`src/hw/rtl/ilfsr_pkg.sv`:
```
// ---------------------------------------------------------------------------
// ilfsr_pkg
// Types and constants of the idle-line frame slot receiver.
// ---------------------------------------------------------------------------
package ilfsr_pkg;

    localparam int SLOT_COUNT     = 4;
    localparam int BUF_BYTES      = 64;
    localparam int ADDR_W         = $clog2(BUF_BYTES);
    localparam int SLOT_W         = 2;
    localparam int BYTE_W         = 8;
    localparam int OFF_W          = 6;
    localparam int LEN_W          = 6;
    localparam int ACT_W          = 3;
    localparam int OUTC_W         = 3;
    localparam int SLOT_MEM_DEPTH = SLOT_COUNT * BUF_BYTES;
    localparam int SLOT_MEM_AW    = SLOT_W + ADDR_W;
    localparam int IN_DATA_W      = 16;
    localparam int OUT_DATA_W     = 24;

    typedef enum logic [ACT_W-1:0] {
        ACT_BYTE     = 3'd0,
        ACT_LINE_ERR = 3'd1,
        ACT_IDLE     = 3'd2,
        ACT_READ     = 3'd3,
        ACT_RELEASE  = 3'd4
    } t_action;

    typedef enum logic [OUTC_W-1:0] {
        OUT_TAKEN       = 3'd0,
        OUT_DROPPED     = 3'd1,
        OUT_FRAME_RESET = 3'd2,
        OUT_STORED      = 3'd3,
        OUT_FRAME_DROP  = 3'd4,
        OUT_EMPTY_IDLE  = 3'd5,
        OUT_READ        = 3'd6,
        OUT_RELEASED    = 3'd7
    } t_outcome;

    typedef enum logic [1:0] {
        ST_IDLE,
        ST_COPY,
        ST_READ
    } t_state;

    // Result payload, slot_index in the lowest bits.
    typedef struct packed {
        logic [SLOT_COUNT-1:0] full_mask;
        logic [BYTE_W-1:0]     read_byte;
        logic [LEN_W-1:0]      frame_length;
        logic [SLOT_W-1:0]     slot_index;
    } t_result;

endpackage

```
`src/hw/rtl/idle_line_frame_slot_receiver.sv`:
```
// ---------------------------------------------------------------------------
// idle_line_frame_slot_receiver
// Assembles received serial bytes into frames ended by an idle line and
// files each frame into the first free slot of a small pool.
// ---------------------------------------------------------------------------
//
//  Channel   Direction  Sideband (tuser)       Payload (tdata)
//  s_axis    in         action                 rx_byte, slot_select, byte_offset
//  m_axis    out        outcome                slot_index, frame_length,
//                                              read_byte, full_mask
//
//  Byte received, line error, release, empty idle and dropped frame: the
//  result is registered in the cycle after the transaction.
//  Read slot byte: the slot memory read is registered, then ST_READ loads the result.
//  Stored frame: ST_COPY moves one byte a cycle through the assembly memory
//  read port and the slot memory write port, then loads the result.
//  Input tready stays low while a copy or read runs and while a result waits
//  downstream; reset (synchronous, active low) clears counts, lengths and
//  full bits, and the byte memories come up unwritten.
// ---------------------------------------------------------------------------
module idle_line_frame_slot_receiver (
    input  logic                            i_clk,
    input  logic                            i_rst_n,
    input  logic                            s_axis_tvalid,
    output logic                            s_axis_tready,
    // [7:0] rx_byte, [9:8] slot_select, [15:10] byte_offset
    input  logic [ilfsr_pkg::IN_DATA_W-1:0] s_axis_tdata,
    // [2:0] action
    input  logic [ilfsr_pkg::ACT_W-1:0]     s_axis_tuser,
    output logic                            m_axis_tvalid,
    input  logic                            m_axis_tready,
    // [1:0] slot_index, [7:2] frame_length, [15:8] read_byte,
    // [19:16] full_mask, [23:20] zero
    output logic [ilfsr_pkg::OUT_DATA_W-1:0] m_axis_tdata,
    // [2:0] outcome
    output logic [ilfsr_pkg::OUTC_W-1:0]    m_axis_tuser
);
    import ilfsr_pkg::*;

    // Sequencer and frame state
    t_state                r_state, n_state;
    logic [ADDR_W-1:0]     r_count, n_count;
    logic [SLOT_COUNT-1:0] r_full, n_full;
    logic [ADDR_W-1:0]     r_len [SLOT_COUNT];
    logic [SLOT_W-1:0]     r_slot, n_slot;
    logic [ADDR_W-1:0]     r_copy_len, n_copy_len;
    logic [ADDR_W-1:0]     r_idx, n_idx;
    logic [ADDR_W-1:0]     r_off, n_off;
    logic                  r_sel_ok, n_sel_ok;

    // Output register
    logic                  r_out_valid;
    t_result               r_out_data;
    logic [OUTC_W-1:0]     r_out_kind;

    // Memories
    logic [BYTE_W-1:0]     asm_mem  [BUF_BYTES];
    logic [BYTE_W-1:0]     slot_mem [SLOT_MEM_DEPTH];
    logic [BYTE_W-1:0]     r_asm_q;
    logic [BYTE_W-1:0]     r_slot_q;

    // Unpacked transaction
    logic                  accept;
    logic [ACT_W-1:0]      in_action;
    logic [BYTE_W-1:0]     in_rx;
    logic [SLOT_W-1:0]     in_sel;
    logic [OFF_W-1:0]      in_off;
    logic                  in_sel_ok;

    // Control from the sequencer
    logic                  asm_we;
    logic [ADDR_W-1:0]     asm_ra;
    logic                  slot_we;
    logic [SLOT_MEM_AW-1:0] slot_wa;
    logic                  slot_re;
    logic [SLOT_MEM_AW-1:0] slot_ra;
    logic                  len_we;
    logic                  out_load;
    t_result               out_data;
    logic [OUTC_W-1:0]     out_kind;
    logic                  free_found;
    logic [SLOT_W-1:0]     free_idx;

    assign in_action = s_axis_tuser;
    assign in_rx     = s_axis_tdata[7:0];
    assign in_sel    = s_axis_tdata[9:8];
    assign in_off    = s_axis_tdata[15:10];
    assign in_sel_ok = ({1'b0, in_sel} < (SLOT_W + 1)'(SLOT_COUNT));

    // Take a new transaction only between items, and only once the result
    // register is empty or being emptied this cycle.
    assign s_axis_tready = (r_state == ST_IDLE) && (!r_out_valid || m_axis_tready);
    assign accept        = s_axis_tvalid && s_axis_tready;

    // Lowest-numbered free slot
    always_comb begin
        free_found = 1'b0;
        free_idx   = '0;
        for (int i = SLOT_COUNT - 1; i >= 0; i--) begin
            if (!r_full[i]) begin
                free_found = 1'b1;
                free_idx   = SLOT_W'(i);
            end
        end
    end

    // Next state, memory control and result
    always_comb begin
        n_state    = r_state;
        n_count    = r_count;
        n_full     = r_full;
        n_slot     = r_slot;
        n_copy_len = r_copy_len;
        n_idx      = r_idx;
        n_off      = r_off;
        n_sel_ok   = r_sel_ok;
        asm_we     = 1'b0;
        asm_ra     = r_idx;
        slot_we    = 1'b0;
        slot_wa    = {r_slot, r_idx - ADDR_W'(1)};
        slot_re    = 1'b0;
        slot_ra    = {in_sel, ADDR_W'(in_off)};
        len_we     = 1'b0;
        out_load   = 1'b0;
        out_kind   = OUT_TAKEN;
        out_data   = '0;

        case (r_state)
            ST_IDLE: begin
                if (accept) begin
                    case (in_action)
                        ACT_BYTE: begin
                            out_load = 1'b1;
                            out_data.full_mask = r_full;
                            if (r_count < ADDR_W'(BUF_BYTES - 1)) begin
                                asm_we   = 1'b1;
                                n_count  = r_count + ADDR_W'(1);
                                out_kind = OUT_TAKEN;
                                out_data.frame_length = LEN_W'(r_count + ADDR_W'(1));
                            end else begin
                                out_kind = OUT_DROPPED;
                                out_data.frame_length = LEN_W'(r_count);
                            end
                        end
                        ACT_LINE_ERR: begin
                            // Discard the partial frame.
                            n_count  = '0;
                            out_load = 1'b1;
                            out_kind = OUT_FRAME_RESET;
                            out_data.full_mask = r_full;
                        end
                        ACT_IDLE: begin
                            n_count = '0;
                            if (r_count == '0) begin
                                out_load = 1'b1;
                                out_kind = OUT_EMPTY_IDLE;
                                out_data.full_mask = r_full;
                            end else if (free_found) begin
                                // Claim the slot now, copy over the next cycles.
                                n_slot     = free_idx;
                                n_copy_len = r_count;
                                n_idx      = '0;
                                n_full[free_idx] = 1'b1;
                                len_we     = 1'b1;
                                n_state    = ST_COPY;
                            end else begin
                                out_load = 1'b1;
                                out_kind = OUT_FRAME_DROP;
                                out_data.frame_length = LEN_W'(r_count);
                                out_data.full_mask    = r_full;
                            end
                        end
                        ACT_READ: begin
                            slot_re  = in_sel_ok;
                            n_slot   = in_sel;
                            n_off    = ADDR_W'(in_off);
                            n_sel_ok = in_sel_ok;
                            n_state  = ST_READ;
                        end
                        ACT_RELEASE: begin
                            out_load = 1'b1;
                            out_kind = OUT_RELEASED;
                            out_data.slot_index = in_sel;
                            if (in_sel_ok) begin
                                n_full[in_sel] = 1'b0;
                                out_data.frame_length = LEN_W'(r_len[in_sel]);
                            end
                            out_data.full_mask = n_full;
                        end
                        default: begin
                            // Unused action codes: drop without a result.
                        end
                    endcase
                end
            end
            ST_COPY: begin
                // Read byte idx while writing byte idx-1 fetched last cycle.
                slot_we = (r_idx != '0);
                if (r_idx == r_copy_len) begin
                    out_load = 1'b1;
                    out_kind = OUT_STORED;
                    out_data.slot_index   = r_slot;
                    out_data.frame_length = LEN_W'(r_copy_len);
                    out_data.full_mask    = r_full;
                    n_state  = ST_IDLE;
                end else begin
                    n_idx = r_idx + ADDR_W'(1);
                end
            end
            ST_READ: begin
                out_load = 1'b1;
                out_kind = OUT_READ;
                out_data.slot_index = r_slot;
                out_data.full_mask  = r_full;
                if (r_sel_ok) begin
                    out_data.frame_length = LEN_W'(r_len[r_slot]);
                    if (r_off < r_len[r_slot]) begin
                        out_data.read_byte = r_slot_q;
                    end
                end
                n_state = ST_IDLE;
            end
            default: begin
                n_state = ST_IDLE;
            end
        endcase
    end

    // Control registers
    always_ff @(posedge i_clk) begin
        if (!i_rst_n) begin
            r_state  <= ST_IDLE;
            r_count  <= '0;
            r_full   <= '0;
            for (int i = 0; i < SLOT_COUNT; i++) begin
                r_len[i] <= '0;
            end
        end else begin
            r_state <= n_state;
            r_count <= n_count;
            r_full  <= n_full;
            if (len_we) begin
                r_len[free_idx] <= r_count;
            end
        end
    end

    // Sequencer payload registers
    always_ff @(posedge i_clk) begin
        r_slot     <= n_slot;
        r_copy_len <= n_copy_len;
        r_idx      <= n_idx;
        r_off      <= n_off;
        r_sel_ok   <= n_sel_ok;
    end

    // Result register: load on completion, drop once taken downstream.
    always_ff @(posedge i_clk) begin
        if (!i_rst_n) begin
            r_out_valid <= 1'b0;
        end else if (out_load) begin
            r_out_valid <= 1'b1;
        end else if (m_axis_tready) begin
            r_out_valid <= 1'b0;
        end
    end

    always_ff @(posedge i_clk) begin
        if (out_load) begin
            r_out_data <= out_data;
            r_out_kind <= out_kind;
        end
    end

    // Assembly buffer: written on a received byte, read by the copy loop.
    always_ff @(posedge i_clk) begin
        if (asm_we) begin
            asm_mem[r_count] <= in_rx;
        end
        r_asm_q <= asm_mem[asm_ra];
    end

    // Slot pool: written by the copy loop, read by a read transaction.
    always_ff @(posedge i_clk) begin
        if (slot_we) begin
            slot_mem[slot_wa] <= r_asm_q;
        end
        if (slot_re) begin
            r_slot_q <= slot_mem[slot_ra];
        end
    end

    assign m_axis_tvalid = r_out_valid;
    assign m_axis_tdata  = OUT_DATA_W'(r_out_data);
    assign m_axis_tuser  = r_out_kind;

endmodule

```
`config.mk`:
```
export PLATFORM = sky130hd
export DESIGN_NAME = idle_line_frame_slot_receiver
export DESIGN_NICKNAME = d
export VERILOG_FILES = /design/src/hw/rtl/ilfsr_pkg.sv /design/src/hw/rtl/idle_line_frame_slot_receiver.sv
export SDC_FILE = /design/constraint.sdc
export NUM_CORES = 2
export LEC_CHECK = 0
export ABC_AREA = 1
export BUFFER_PORTS_ARGS = -buffer_cell sky130_fd_sc_hd__clkbuf_2
export CAP_MARGIN = 0
export CORE_ASPECT_RATIO = 1.4
export CORE_MARGIN = 2
export CORE_UTILIZATION = 59
export CTS_BUF_LIST = sky130_fd_sc_hd__clkbuf_2
export DETAILED_ROUTE_END_ITERATION = 16
export PLACE_DENSITY = 0.81
export RECOVER_POWER = 25
export SETUP_SLACK_MARGIN = 0.15
export SLEW_MARGIN = 30
export SYNTH_ARGS = -nofsm -noshare
export SYNTH_HDL_FRONTEND = slang
export SYNTH_SLANG_ARGS = --single-unit
export TNS_END_PERCENT = 10
```
`constraint.sdc`:
```
create_clock -name i_clk -period 4.3 [get_ports i_clk]
set_clock_uncertainty 0.1 [all_clocks]
set_input_delay 1.29 -clock i_clk [delete_from_list [all_inputs] [get_ports i_clk]]
set_output_delay 1.29 -clock i_clk [all_outputs]
set_load 0.01 [all_outputs]
```
==> impl_summary.log <==
[metrics] outcome: finished, violations left
[metrics] violated checks: capacitance limit, slew limit, setup timing
[metrics] Layout Nets: 9534
[metrics] share of final-layout standard cells stronger than drive strength 1: about an eighth
[metrics] footprint of the flip-flops and latches: just under 80000 µm²
[metrics] slack of the worst reg-to-reg path: -0.05 ns
[metrics] average vias per placed instance: 6.13
[metrics] maximum fanout along the worst path: 48
[metrics] Gate Count Post-Synth: 9131
[metrics] Netlist cell types: 46
[metrics] mean post-synth cell area: 11.9 µm²
[metrics] worst-case vdd ir drop: 0.306 mV
[metrics] reg2reg path depth: 7
[metrics] kind of start point of the critical path: flop
[metrics] met1 Usage GRT: 35.9%
[metrics] Worst setup EP type: flop
[metrics] cts bufs inserted: 581
[metrics] vias in the first global route: 75200
[metrics] # IOs: 52
[metrics] Setup Slack @ Placement: roughly 0.16 ns
[metrics] time the final worst path needs with I/O delays and setup: 4.35 ns
[metrics] maximum clock frequency: 0.230 GHz
[metrics] gr ovfl total: 0
[metrics] relative area change from synthesis to final layout: 8.11%
[metrics] initial antenna violation count: 9
[metrics] pins over their slew limit: 1473
[metrics] clock tree from TritonCTS: built
[metrics] Root Buffer Master: clkbuf_2
[metrics] mapped cell area: 108000 µm²
[metrics] combined area of the multi-input logic cells: 25400 µm²
[metrics] top library cells by usage in the layout, fill and taps aside: edfxtp_1, nand2_1, nand3_1, clkbuf_2, nor2_1
[metrics] antenna-violating nets left: 0
[metrics] number of synthesized register bits: 2658
[metrics] Routed WL: 289000 µm
[metrics] hold worst-path end: r_full[3]
[metrics] Final Hold Fails: 0
[metrics] routed vias: roughly 76000
[metrics] Clock transition at path regs: 0.11 ns
[metrics] most common cell after layout, fill and taps aside: edfxtp_1
[metrics] max-cap violation count: 27
[metrics] placer congestion estimate: 0.930
[metrics] first drt pass iteration count: 7
[metrics] Die ar.: 187000 µm²
[metrics] Starting Density: between 50 and 60%
[metrics] width of the die: 366 µm
[metrics] worst endpoint required time: around 5.6 ns
[metrics] part of the Yosys area used for sequential elements: 73.5%
[metrics] Slew @ Worst Pin: 3.30 ns
[metrics] cell count of the worst hold path: 4
[metrics] core footprint: ~180000 µm²
[metrics] unrepaired setup endpoints after global routing: true
[metrics] CTS Sinks: 2658
[metrics] final worst hold slack: 0.252 ns
[metrics] final routed wire length divided by cell count: approximately 23 µm
[metrics] Synth Flop Type: edfxtp_1
[metrics] startpoint of the worst register-to-register path: asm_ra[1]
[metrics] Post-synth EDFFs: approximately 2600
[metrics] Setup WS post-layout: -0.0491 ns
[metrics] estimated wirelength of the detail-placed design: 172000 µm
[metrics] met2 usage in global routing: 50.4%
[metrics] relative max-transition margin: -120%
[metrics] insertion delay of the later-clocked pin in the worst-skew pair: approximately 1.9 ns
[metrics] Async SR Flop Fraction: 0%
[metrics] busiest metal layer after global routing: met2
[metrics] GRT Overall Usage: 30.3%
[metrics] height of the chip: 511 µm
[metrics] number of warning messages in the yosys log: 0
[metrics] Port-buffer cells: 47
[metrics] type of the worst setup path: reg -> reg
[metrics] DR DRC count: 0
[metrics] Filler Cell Count: 13300
[metrics] met3 track demand over resource in global routing: approximately 6.2%
[metrics] number of H-tree branching levels: 6
[metrics] hold path startpoint: i_rst_n
[metrics] # setup viols final: 35
[metrics] DRC marker count from the first detailed-route iteration: ~11000
[metrics] leakage power: 41.8 nW
[metrics] Reg-to-Reg End: slot_mem[49][1]
[metrics] # rows: 186
[metrics] Min-Delay Path Class: in -> reg
[metrics] total power per unit cell area: roughly 400 nW/µm²
[metrics] global-route wire length before repair: 432000 µm
[metrics] ratio of final minimum period to clock period: 101%
[metrics] data arrival at the endpoint of the critical path: 5.66 ns
[metrics] Clock Path Buffers: 4
[metrics] pin count of the biggest net entering global routing: 257
==> worst max path at each step <==
stage,cells after the start,end,startpoint
after global placement,7,slot_mem[55][4],asm_ra[1]
after CTS,4,s_axis_tready,r_state[0]
final,7,slot_mem[49][1],asm_ra[1]
after floorplan,8,r_len[3][0],s_axis_tuser[1]
after global routing,7,slot_mem[49][3],asm_ra[1]
after detailed placement,7,slot_mem[124][6],asm_ra[1]
==> state kept, by name, summed over array words and instances (netlist names), named ones only <==
signal and cells:
slot_mem 2048, asm_mem 512, r_len 24, m_axis_tdata 20, r_asm_q 8, r_slot_q 8
asm_ra 6, r_copy_len 6, r_count 6, r_off 6, r_full 4, m_axis_tuser 3
r_slot 2, r_state 2, m_axis_tvalid 1
==> Yosys cell counts, drive strengths merged (3+ instances only) <==
cell type	n	share of area, %
a211oi	4	0.032
a21oi	62	0.29
buf	453	2.2
clkbuf	146	0.51
dfxtp	23	0.43
edfxtp	2635	73
ha	13	0.15
inv	106	0.37
nand2	2573	9.0
nand3	1947	9.0
nand4	21	0.12
nor2	671	2.4
nor3	16	0.079
o211ai	9	0.062
o21ai	286	1.3
o22ai	130	0.75
o2bb2ai	4	0.032
o31ai	4	0.040
or2	3	0.017
xnor2	4	0.032
xor2	6	0.069
==> where the power goes <==
part | switching [mW] | internal (mW) | total (mW) | leakage (nW)
clock network | 9.44 | 5.69 | 15.1 | 3.89
registers | 0.0339 | 28.2 | 28.2 | 24.0
logic | 1.75 | 0.654 | 2.41 | 13.8
==> cell families (layout without fill, tap and decap cells) <==
family | Yosys count | count (layout) | share of synthesized area (%)
xor gates and xnor gates | 10 | 10 | 0.102
AOI/OAI and AO/OA | 509 | 509 | 2.61
adders and majority gates | 13 | 13 | 0.150
DFF | 2658 | 2658 | 73.5
buffers and inverters | 707 | 1480 | 3.08
other | 1 | 15 | 0.00346
and+or+nand+nor | 5233 | 5233 | 20.6
==> through the flow <==
step	util [%]	power, mW	std cells	setup TNS, ns	area [µm²]
after floorplan	-	30.2	9134	0	108000
after detailed placement	61.1	31.1	11300	0	112000
after global routing	64.0	47.1	12400	-0.689	117000
after CTS	64.0	45.8	12300	0	117000
after global placement	61.1	31.1	11300	0	112000
final	64.0	45.8	12400	-0.782	117000
==> metal layers <==
metal  share of wire, %  up-vias
li1                   -    33500
met1                 33    35800
met2                 49     5390
met3                 11     1170
met4                7.2        6
met5              0.012        -
==> what timing repair did <==
action | in CTS | in global routing
setup endpoints to repair | 16 | 339
resized for setup | 2 | 10
pin swaps | 0 | 1
setup buffers | 6 | 0
hold buffers | 28 | 0
gates cloned | 0 | 0
hold endpoints to repair | 211 | 0
==> layout make-up <==
| type | instances | area share [%] |
|---|---|---|
| clock inverters | 180 | 0.868 |
| multi-input cells | 5769 | 21.7 |
| diodes | 11 | 0.0235 |
| inverters | 108 | 0.379 |
| clock buffers | 812 | 3.47 |
| repair buffers | 380 | 2.95 |
| flip-flops and latches | 2658 | 68.0 |
| well taps | 2444 | 2.61 |
==> critical path, cell delays in order (launching register included) <==
cell	delay [ns]
edfxtp_1	0.41
buf_4	0.31
nor2_1	0.20
nand4_1	0.14
xor2_2	0.21
nor2_1	0.86
nand2_1	0.86
nor2_1	0.87
No activity file was read; power rests on OpenSTA's default activity.
